## config.mk

```make
export PLATFORM = sky130hd
export DESIGN_NAME = stbs_ctrl
export DESIGN_NICKNAME = d
export VERILOG_FILES = /design/src/sv/stbs_pkg.sv /design/src/sv/stbs_ctrl.sv
export VERILOG_INCLUDE_DIRS = /design/src /design/src/sv
export SDC_FILE = /design/constraint.sdc
export NUM_CORES = 1
export LEC_CHECK = 0
export BUFFER_PORTS_ARGS = -buffer_cell sky130_fd_sc_hd__buf_2
export CAP_MARGIN = 40
export CORE_AREA = 2 2 39 41
export CTS_CLUSTER_DIAMETER = 200
export DETAILED_ROUTE_END_ITERATION = 12
export DIE_AREA = 0 0 41 43
export PLACE_DENSITY = 0.3
export SETUP_SLACK_MARGIN = 0.05
export SYNTH_ARGS = -nofsm -noshare
export SYNTH_HDL_FRONTEND = slang
export SYNTH_SLANG_ARGS = --single-unit
```

## constraint.sdc

```tcl
create_clock -name clk -period 1.2 [get_ports clk]
set_clock_uncertainty 0.15 [all_clocks]
set_input_delay 0.24 -clock clk [delete_from_list [all_inputs] [get_ports clk]]
set_output_delay 0.24 -clock clk [all_outputs]
set_load 0.01 [all_outputs]
```

## src/sv/sorted_table_binary_search_top_defines.svh

```systemverilog
// Assertion macros used by the sorted table search controller.
`ifndef SORTED_TABLE_BINARY_SEARCH_TOP_DEFINES_SVH
`define SORTED_TABLE_BINARY_SEARCH_TOP_DEFINES_SVH

// Same-cycle implication, checked on every rising edge outside reset.
`define STBS_ASSERT_NOW(label, ante, cons, msg) \
  label: assert property (@(posedge clk) disable iff (rst) (ante) |-> (cons)) \
    else $error(msg);

// Next-cycle implication, checked on every rising edge outside reset.
`define STBS_ASSERT_NEXT(label, ante, cons, msg) \
  label: assert property (@(posedge clk) disable iff (rst) (ante) |=> (cons)) \
    else $error(msg);

`endif

```

## src/sv/stbs_pkg.sv

```systemverilog
// Package with shared types and constants of the sorted table search block.
package stbs_pkg;

  localparam int TABLE_DEPTH_DEFAULT = 1024;
  localparam int VALUE_W = 32;
  localparam int POS_W = 10;
  localparam int MODE_W = 2;

  localparam logic [MODE_W-1:0] MODE_CLEAR  = 2'd0;
  localparam logic [MODE_W-1:0] MODE_APPEND = 2'd1;
  localparam logic [MODE_W-1:0] MODE_SEARCH = 2'd2;

  typedef struct packed {
    logic [MODE_W-1:0]         mode;
    logic signed [VALUE_W-1:0] value;
  } in_beat_t;

  typedef struct packed {
    logic             found;
    logic [POS_W-1:0] position;
    logic             overflowed;
  } out_beat_t;

  // Commands from the controller to the datapath.
  typedef struct packed {
    logic probe;   // latch the midpoint and read the table there
    logic step;    // compare the read entry and narrow the range
    logic finish;  // load the result register
  } dp_cmd_t;

  // Status from the datapath to the controller.
  typedef struct packed {
    logic range_empty;  // low > up
    logic hit;          // read entry equals the key
    logic out_busy;     // result register holds a beat that is not taken
  } dp_status_t;

endpackage

```

## src/sv/stbs_ctrl.sv

```systemverilog
// Controller: sequences the probes of one search and hands off the result.
`include "sorted_table_binary_search_top_defines.svh"

module stbs_ctrl (
  input  logic                       clk,
  input  logic                       rst,
  input  logic                       in_valid,
  input  logic [stbs_pkg::MODE_W-1:0] in_mode,
  output logic                       in_ready,
  input  stbs_pkg::dp_status_t       status,
  output stbs_pkg::dp_cmd_t          cmd
);

  typedef enum logic [1:0] {
    S_IDLE,
    S_PROBE,
    S_WAIT,
    S_FIN
  } state_t;

  state_t state;

  assign in_ready   = (state == S_IDLE);
  assign cmd.probe  = (state == S_PROBE) && !status.range_empty;
  assign cmd.step   = (state == S_WAIT);
  assign cmd.finish = (state == S_FIN) && !status.out_busy;

  always_ff @(posedge clk) begin
    if (rst) begin
      state <= S_IDLE;
    end else begin
      unique case (state)
        S_IDLE: begin
          if (in_valid && in_mode == stbs_pkg::MODE_SEARCH) begin
            state <= S_PROBE;
          end
        end
        S_PROBE: begin
          state <= status.range_empty ? S_FIN : S_WAIT;
        end
        S_WAIT: begin
          state <= status.hit ? S_FIN : S_PROBE;
        end
        S_FIN: begin
          if (!status.out_busy) begin
            state <= S_IDLE;
          end
        end
        default: state <= S_IDLE;
      endcase
    end
  end

  `STBS_ASSERT_NEXT(a_search_starts, in_valid && in_ready && in_mode == stbs_pkg::MODE_SEARCH, state == S_PROBE, "search beat did not start a probe")
  `STBS_ASSERT_NOW(a_wait_after_probe, state == S_WAIT, $past(cmd.probe), "compare without a table read")
  `STBS_ASSERT_NEXT(a_finish_to_idle, cmd.finish, state == S_IDLE && !cmd.finish, "result loaded twice or block stuck")

endmodule

```

==> Word level (Yosys, flattened, before mapping) <==
Cells that the tools add are included.
{ "op_classes": {"addsub": 0, "multipliers": 0, "div_mod_pow": 0, "order_cmp": 0, "n_eq_ne": 6, "n_shift": 0, "muxes": 5, "bitwise_logic": 0, "n_reduce_logical": 7} }
{ "op_table": {"columns": ["op", "count"], "rows": [
  ["one-hot mux 2 bit (4 select lines)", 1],
  ["== test 2 bit, second input constant", 3],
  ["2-to-1 mux 2 bit", 3],
  ["logical AND 1 bit", 3],
  ["== test 2 x 1 -> 1 bit, second input constant", 1],
  ["zero test 1 bit", 2],
  ["zero test 2 bit", 1],
  ["!= test 2 x 1 -> 1 bit, second input constant", 1],
  ["!= test 2 bit, second input constant", 1],
  ["AND reduction 2 bit", 1],
  ["2-to-1 mux 1 bit", 1]
]} }
{ "word_totals": {"register_bits": 2, "latch_bits": 0, "mem_bits_rw": 0, "romBits": 0, "in_bits": 8, "elab_cells": 19, "memories": 0} }

==> Depth between registers and ports, before layout <==
Gate-level depths: netlist of the first run.
{ "logic_depth": {"depth_word": 4, "mapped_depth": 3} }

==> Worst setup path after synthesis of the first run <==
No wires, ideal clock.
{ "synth_path": {"path_kind": "flip-flop to output port", "from": "reg state[0]", "to": "out cmd[2] (netlist name)", "arrival_time_ns": 0.681, "required_ns": 0.810, "setup_slack_ns": 0.129, "stages_incl_launch_ff": 3, "path_cell_list": "dfxtp_1 > inv_2 > nor3_2"} }
{ "synth_lines": {"columns": ["element", "line", "text"], "rows": [
  ["start, declared", "stbs_ctrl.sv:21", "state_t state;"],
  ["start signal, assigned", "stbs_ctrl.sv:39", "state <= status.range_empty ? S_FIN : S_WAIT;"],
  ["start signal, assigned", "stbs_ctrl.sv:42", "state <= status.hit ? S_FIN : S_PROBE;"],
  ["end, declared", "stbs_ctrl.sv:11", "output stbs_pkg::dp_cmd_t cmd"]
]} }

==> results of run 1 <==
==> kinds of logic (layout without fill, tap and decap cells) <==
logic type      count (synthesis)  after routing  synth area share
simple gates                    8              8             0.494
compound gates                  2              2             0.112
flops                           2              2             0.360
buf+inv                         1             19            0.0337
==> report_power, final <==
part           internal (W)  leakage [nW]  switching [W]
registers         0.0000742        0.0175     0.00000697
clock network      0.000110        0.0138      0.0000373
logic             0.0000411        0.0887      0.0000338
==> metal layers <==
layer | vias up | global-route usage | share of wire
li1 | 84 | - | -
met1 | 63 | 0.0897 | 0.48
met2 | 12 | 0.0469 | 0.32
met3 | 0 | 0.0471 | 0.20
met4 | 0 | 0.0600 | 0
met5 | - | 0 | 0
==> Yosys cell counts <==
cell type and count:
nor4b_2 1, a22oi_1 1, nor2b_2 1, o21ai_1 1, nor3_2 1, inv_2 1
nand2b_1 1, nor2_1 3, nand2_1 1, dfxtp_1 2
==> metrics by stage <==
step	setup WS [ns]	power (W)
2_1_floorplan	0.129	0.000111
3_3_place_gp	0.0586	0.000144
3_5_place_dp	0.0524	0.000144
4_1_cts	-0.135	0.000310
5_1_grt	-0.159	0.000332
6_report	-0.111	0.000304
==> timing repair <==
action / CTS / global route
setup endpoints to repair: 4 / 4
pin swaps: 1 / 0
setup buffers: 1 / 1
gates resized for setup: 5 / 1
==> layout make-up <==
| cell class | count | area (um^2) |
|---|---|---|
| clock buffers | 3 | 22.5 |
| fillers | 155 | 1130 |
| inverters | 1 | 3.75 |
| multi-input cells | 10 | 76.3 |
| flip-flops and latches | 2 | 45.0 |
| well taps | 16 | 20.0 |
| repair buffers | 15 | 88.8 |
==> worst max path at each step <==
stage / start / end / slack, ns / depth (start not counted)
5_1_grt: state[1] / cmd[0] / -0.16 / 3
6_report: state[1] / cmd[2] / -0.11 / 2
3_5_place_dp: status[0] / cmd[0] / 0.05 / 4
3_3_place_gp: state[0] / cmd[2] / 0.06 / 3
2_1_floorplan: state[0] / cmd[2] / 0.13 / 2
4_1_cts: state[1] / cmd[2] / -0.14 / 2
==> results.toml, run 1 <==
[final_layout]
regMostFlops = "state"
top_regs = "state (2)"
final_util = 0.185
final_nets = 41
largest_reg_flops = 2
final_cells = 47
postLayoutCellArea_um2 = 256
antenna_cells = 0
layout_commonest_cell = "buf_2"
final_cell_mix = "buf_2, clkbuf_4, buf_4, nor2_1"
drive_gt1_frac = 0.806
area_delta_synth_final_pct = 130

[placed_design]
placed_area_um2 = 201
gp_congestion = 0.601
io_buffers = 11
dpl.hpwl_um = 310
placed_cells = 42

[cts]
cts_tree = "built"
insertion_delay_ns = 0.22
htreeDepth = 1
ctsHoldBuffers = 0
cts_buffer_depth = 2
clock_sinks = 2
cts_buffers = 3
cts-root-buf = "clkbuf_4"
cts.clk_slew.worst_paths_ns = 0.03

[critical_path]
setup.worst_path.start_class = "register"
worstPathMaxFanout = 4
cp-end-kind = "primary output"
required_ns = 0.81
worst-setup-path-type = "reg2out"
reg2reg_setup_slack_ns = 0.15
worst_r2r_path_depth = 4
cp_top_family = "flip-flops"
crit_slowest_cell = "dfxtp_4"
max_stage_delay_ns = 0.35
rr_startpoint = "state[1]"
crit_arrival_ns = 0.92
r2r-end = "state[0]"
path_buf_inv = 1
crit_chain = "nor3_4, buf_2"

[floorplan]
die_y_um = 43
die-area_um2 = 1760
core-area_um2 = 1380
die_w_um = 41
rows = 14
io_pins = 12
start_util = 0.0805

[hold_path]
worstHoldPathCells = 2
min_from = "rst"
hold_end = "state[0]"
hp-class = "in2reg"

[routing]
num_vias = 159
viasPerCell = 3.38
drc = 0
wirelength_um = 401
ant_nets = 0
drtIter0Drc = 1
wl_per_cell_um = 8.53
first_pass_iters = 2

[timing]
finalSetupTns_ns = -0.393
slew_viol_final = 0
finalHoldViolCount = 0
slew_headroom = 0.882
timing.fmax_ghz = 0.763
min_period_over_period = 1.09
holdWs_ns = 0.0418
setup_viol = 4
rsz0062_at_grt = "true"
worst_slack_ns = -0.111
period_needed_ns = 1.31
worst_pin_slew_ns = 0.177

[global_routing]
grt_start_max_net_pins = 5
grt_pass1_vias = 154
grtUsageTotal = 0.0612
grt_pass1_wl_um = 621
overflow = 0
antenna_found_initial = 0

[synth]
syn_inst = 13
ys_types = 10
yosys_warnings = 0
syn_avg_cell_area_um2 = 8.57
syn-num-nets = 21
synthTopCellsByArea = "dfxtp_1, nor4b_2, nor2_1, nor3_2, nor2b_2"
synth_seq_area_share = 0.360
syn-cell-area_um2 = 111
ys_seq_elements = 2
yosys.area.top_type = "dfxtp_1"
yosysTopAreaCellShare = 0.360

[power]
p_leak_nw = 0.120
irDropWorstVdd_v = 0.000376
power_density_nw_per_um2 = 1180

[outcome]
outcome = "finished, violations left"
violations = "setup timing"

[run]
cap_violations = 0
Power figures use the tool's default switching activity.
==> run 2: changes to the inputs <==
clock period = 1.3 ns   (was 1.2 ns; I/O delays follow)
==> run 2 against run 1 <==
Net effect: the flow still finishes with violations (setup timing); routed wire length is 10% higher; via count is 2.5% lower; core utilization is 0.090 points lower; first-iteration DRC count stayed put; power is 7.4% lower; critical path depth stayed put; count of clock-buffer cells in the layout stayed put; sequential share of layout area is 1.1 points higher; final cell count is 2.1% lower; die area stayed put; combinational power is 18% lower; highest routed layer unchanged.
==> results.toml, run 2 (same netlist as run 1, synthesis figures left out) <==
[floorplan]
die-area_um2 = 1760
die_w_um = 41
io_pins = 12
die_y_um = 43
core-area_um2 = 1380
start_util = 0.0805
rows = 14

[cts]
cts_buffers = 3
cts-root-buf = "clkbuf_4"
cts_tree = "built"
cts.clk_slew.worst_paths_ns = 0.03
htreeDepth = 1
clock_sinks = 2
ctsHoldBuffers = 0
insertion_delay_ns = 0.23
cts_buffer_depth = 2

[routing]
ant_nets = 0
first_pass_iters = 2
drtIter0Drc = 1
viasPerCell = 3.37
num_vias = 155
drc = 0
wirelength_um = 441
wl_per_cell_um = 9.59

[timing]
rsz0062_at_grt = "true"
min_period_over_period = 1.04
holdWs_ns = 0.0631
period_needed_ns = 1.35
slew_viol_final = 0
worst_pin_slew_ns = 0.166
timing.fmax_ghz = 0.743
setup_viol = 3
slew_headroom = 0.889
worst_slack_ns = -0.0462
finalHoldViolCount = 0

[power]
sw_frac_of_total = 0.277
p_switching_w = 0.0000779
p_comb_frac = 0.218
irDropWorstVdd_v = 0.000342
p_leak_nw = 0.121
power_density_nw_per_um2 = 1100
clock_power_share = 0.506
p_int_w = 0.000203
power_frac_seq = 0.276

[final_layout]
area_delta_synth_final_pct = 129
final_cells = 46
top_regs = "state (2)"
largest_reg_flops = 2
final_nets = 40
final_cell_mix = "buf_2, clkbuf_4, buf_4, nor2_1, dfxtp_4"
final_util = 0.184
antenna_cells = 0
fillCellCount = 160
regMostFlops = "state"
drive_gt1_frac = 0.833
layout_commonest_cell = "buf_2"
postLayoutCellArea_um2 = 255

[global_routing]
antenna_found_initial = 0
grt_pass1_wl_um = 676
grt_pass1_vias = 172
overflow = 0
grtUsageTotal = 0.0662
grt_start_max_net_pins = 5

[critical_path]
required_ns = 0.89
setup.worst_path.start_class = "register"
worst-setup-path-type = "reg2out"
reg2reg_setup_slack_ns = 0.16
cp-end-kind = "primary output"
worstPathMaxFanout = 4
crit_arrival_ns = 0.94

[placed_design]
gp_congestion = 0.641
placed_cells = 40
pre_cts_ws_ns = 0.0532
placed_area_um2 = 186
io_buffers = 11

[outcome]
violations = "setup timing"
outcome = "finished, violations left"

[hold_path]
hp-class = "in2reg"

[run]
cap_violations = 0
==> run 2: cell count changes in the layout (fill, tap and decap cells not counted) <==
cell,before,now
nand2b_4,0,1
nand2b_1,1,0
buf_6,1,0
dfxtp_4,1,2
dfxtp_2,1,0
==> run 2: area by class of cell <==
cell class	count	area, um^2	share of cell area
multi-input cells	10	83.8	0.328
clock buffers	3	22.5	0.0882
flip-flops and latches	2	47.5	0.186
inverters	1	3.75	0.0147
repair buffers	14	77.6	0.304
well taps	16	20.0	0.0784
==> run 2: worst max-delay path, stage by stage (launching register included) <==
cell and delay (ns):
dfxtp_4 0.36, nor3_4 0.20, buf_2 0.16
==> run 2: what timing repair did <==
action                                  in CTS  in global routing
cloned                                       0                  0
endpoints found under the setup margin       4                  4
gates resized for setup                      5                  2
setup buffers                                2                  1
pin swaps                                    2                  1
==> run 2: metal layers <==
layer	vias up	GRT usage	part of all wire
li1	78	-	-
met1	65	0.0769	0.44
met2	12	0.0656	0.38
met3	0	0.0471	0.18
met4	0	0.0800	0
met5	-	0	0
==> run 2: through the flow <==
step / TNS (ns) / total power [W]
6_report: -0.0657 / 0.000281
4_1_cts: -0.103 / 0.000285
5_1_grt: -0.230 / 0.000300
2_1_floorplan: 0 / 0.000102
3_5_place_dp: 0 / 0.000129
3_3_place_gp: 0 / 0.000127
==> run 2: final timing paths <==
kind | to | from | cells past startpoint
setup / recovery | cmd[2] | state[1] | 2
hold / removal | state[0] | rst | 2
setup reg to reg | state[0] | state[0] | 5
hold reg to reg | state[1] | state[0] | 2
==> run 2: power by group through the flow <==
stage	combinational, W	clock [W]	sequential [W]
3_3_place_gp	0.0000511	0	0.0000759
3_5_place_dp	0.0000532	0	0.0000756
6_report	0.0000614	0.000142	0.0000776
4_1_cts	0.0000600	0.000149	0.0000763
5_1_grt	0.0000688	0.000152	0.0000789
2_1_floorplan	0.0000281	0	0.0000744
==> run 3: changes to the inputs <==
SKIP_CTS_REPAIR_TIMING = 1   (was unset)
SLEW_MARGIN = 20   (was unset)
==> run 3 against run 2 <==
Net effect: the flow still finishes with violations (setup timing); maximum frequency rose by 0.16%; sequential power rose by 2%; count of clock-buffer cells in the layout did not move; register-to-register slack improved by 0.10 ns; final cell count fell by 2.2%; first-iteration DRC count did not move; core utilization fell by 0.36 points; routed wire length fell by 3.2%; via count fell by 2.6%; clock power barely moved; critical path type unchanged.
==> results.toml, run 3 (same netlist as run 1, synthesis figures left out) <==
[outcome]
outcome = "finished, violations left"
violations = "setup timing"

[final_layout]
postLayoutCellArea_um2 = 250
top_regs = "state (2)"
regMostFlops = "state"
fillCellCount = 161
layout_commonest_cell = "buf_2"
largest_reg_flops = 2
drive_gt1_frac = 0.828
final_util = 0.181
antenna_cells = 0
final_nets = 39
final_cells = 45
area_delta_synth_final_pct = 125
final_cell_mix = "buf_2, clkbuf_4, nor2_1, buf_4, dfxtp_4"

[critical_path]
worstPathMaxFanout = 4
cp-end-kind = "primary output"
path_buf_inv = 1
cp_top_family = "flip-flops"
crit_arrival_ns = 0.93
crit_chain = "nor3_4, buf_2"
crit_slowest_cell = "dfxtp_4"
max_stage_delay_ns = 0.35
setup.worst_path.start_class = "register"
worst-setup-path-type = "reg2out"
required_ns = 0.89

[global_routing]
grt_start_max_net_pins = 5
overflow = 0
use_met2 = 0.0563
grt_pass1_vias = 163
use_met1 = 0.0671
top_usage_layer = "met4"
grt_pass1_wl_um = 607
antenna_found_initial = 0
use_met3 = 0.0471
grtUsageTotal = 0.0601

[cts]
cts_buffer_depth = 2
htreeDepth = 1
cts-root-buf = "clkbuf_4"
clock_sinks = 2
cts_tree = "built"
insertion_delay_ns = 0.23
cts.clk_slew.worst_paths_ns = 0.03
cts_buffers = 3

[timing]
finalSetupTns_ns = -0.0805
period_needed_ns = 1.34
worst_pin_slew_ns = 0.168
finalHoldViolCount = 0
timing.fmax_ghz = 0.744
slew_headroom = 0.888
worst_slack_ns = -0.0440
rsz0062_at_grt = "true"
slew_viol_final = 0
setup_viol = 3
min_period_over_period = 1.03

[power]
p_comb_frac = 0.219
clock_power_share = 0.501
p_total_w = 0.000281
sw_frac_of_total = 0.277
power_frac_seq = 0.280
power_density_nw_per_um2 = 1120
p_leak_nw = 0.116
p_switching_w = 0.0000778
p_int_w = 0.000203
irDropWorstVdd_v = 0.000353

[floorplan]
core-area_um2 = 1380
io_pins = 12
die_y_um = 43
die_w_um = 41
die-area_um2 = 1760
rows = 14
start_util = 0.0805

[placed_design]
gp_congestion = 0.641
io_buffers = 11
placed_cells = 40
placed_area_um2 = 186

[routing]
ant_nets = 0
drc = 0
first_pass_iters = 2
viasPerCell = 3.36
num_vias = 151
wirelength_um = 427
wl_per_cell_um = 9.49
drtIter0Drc = 1

[hold_path]
hp-class = "in2reg"

[run]
cap_violations = 0
## run 3: changes by cell type in the layout (fill, tap and decap cells not counted), sizes merged
cell,before,now
buf,14,13
## run 3: worst paths after layout
path               to  cells after the start     start  slack, ns
max            cmd[2]                      2  state[1]      -0.04
min          state[0]                      2       rst       0.06
max reg2reg  state[0]                      4  state[0]       0.26
min reg2reg  state[1]                      2  state[0]       0.41
## run 3: power by group through the flow
stage / Clock [W] / Combinational, W / Sequential, W
6_report: 0.000141 / 0.0000615 / 0.0000788
5_1_grt: 0.000152 / 0.0000685 / 0.0000801
4_1_cts: 0.000149 / 0.0000535 / 0.0000748
3_5_place_dp: 0 / 0.0000532 / 0.0000756
3_3_place_gp: 0 / 0.0000511 / 0.0000759
2_1_floorplan: 0 / 0.0000281 / 0.0000744
## run 3: metrics by stage
stage	setup WS (ns)	hold WS (ns)
after floorplan	0.209	0.181
after global routing	-0.0790	0.0627
after global placement	0.0956	0.301
final	-0.0440	0.0638
after detailed placement	0.0532	0.309
after CTS	-0.202	0.0684
## run 3: layer usage
layer / up-vias / part of all wire
met4: 0 / 0
met3: 0 / 0.18
li1: 76 / -
met1: 63 / 0.44
met2: 12 / 0.38
met5: - / 0
## run 3: layout make-up
cell class	count	area, um^2	area share
clock buffers	3	22.5	0.0900
repair buffers	13	70.1	0.280
flip-flops and latches	2	47.5	0.190
multi-input cells	10	83.8	0.335
well taps	16	20.0	0.0800
inverters	1	6.26	0.0250
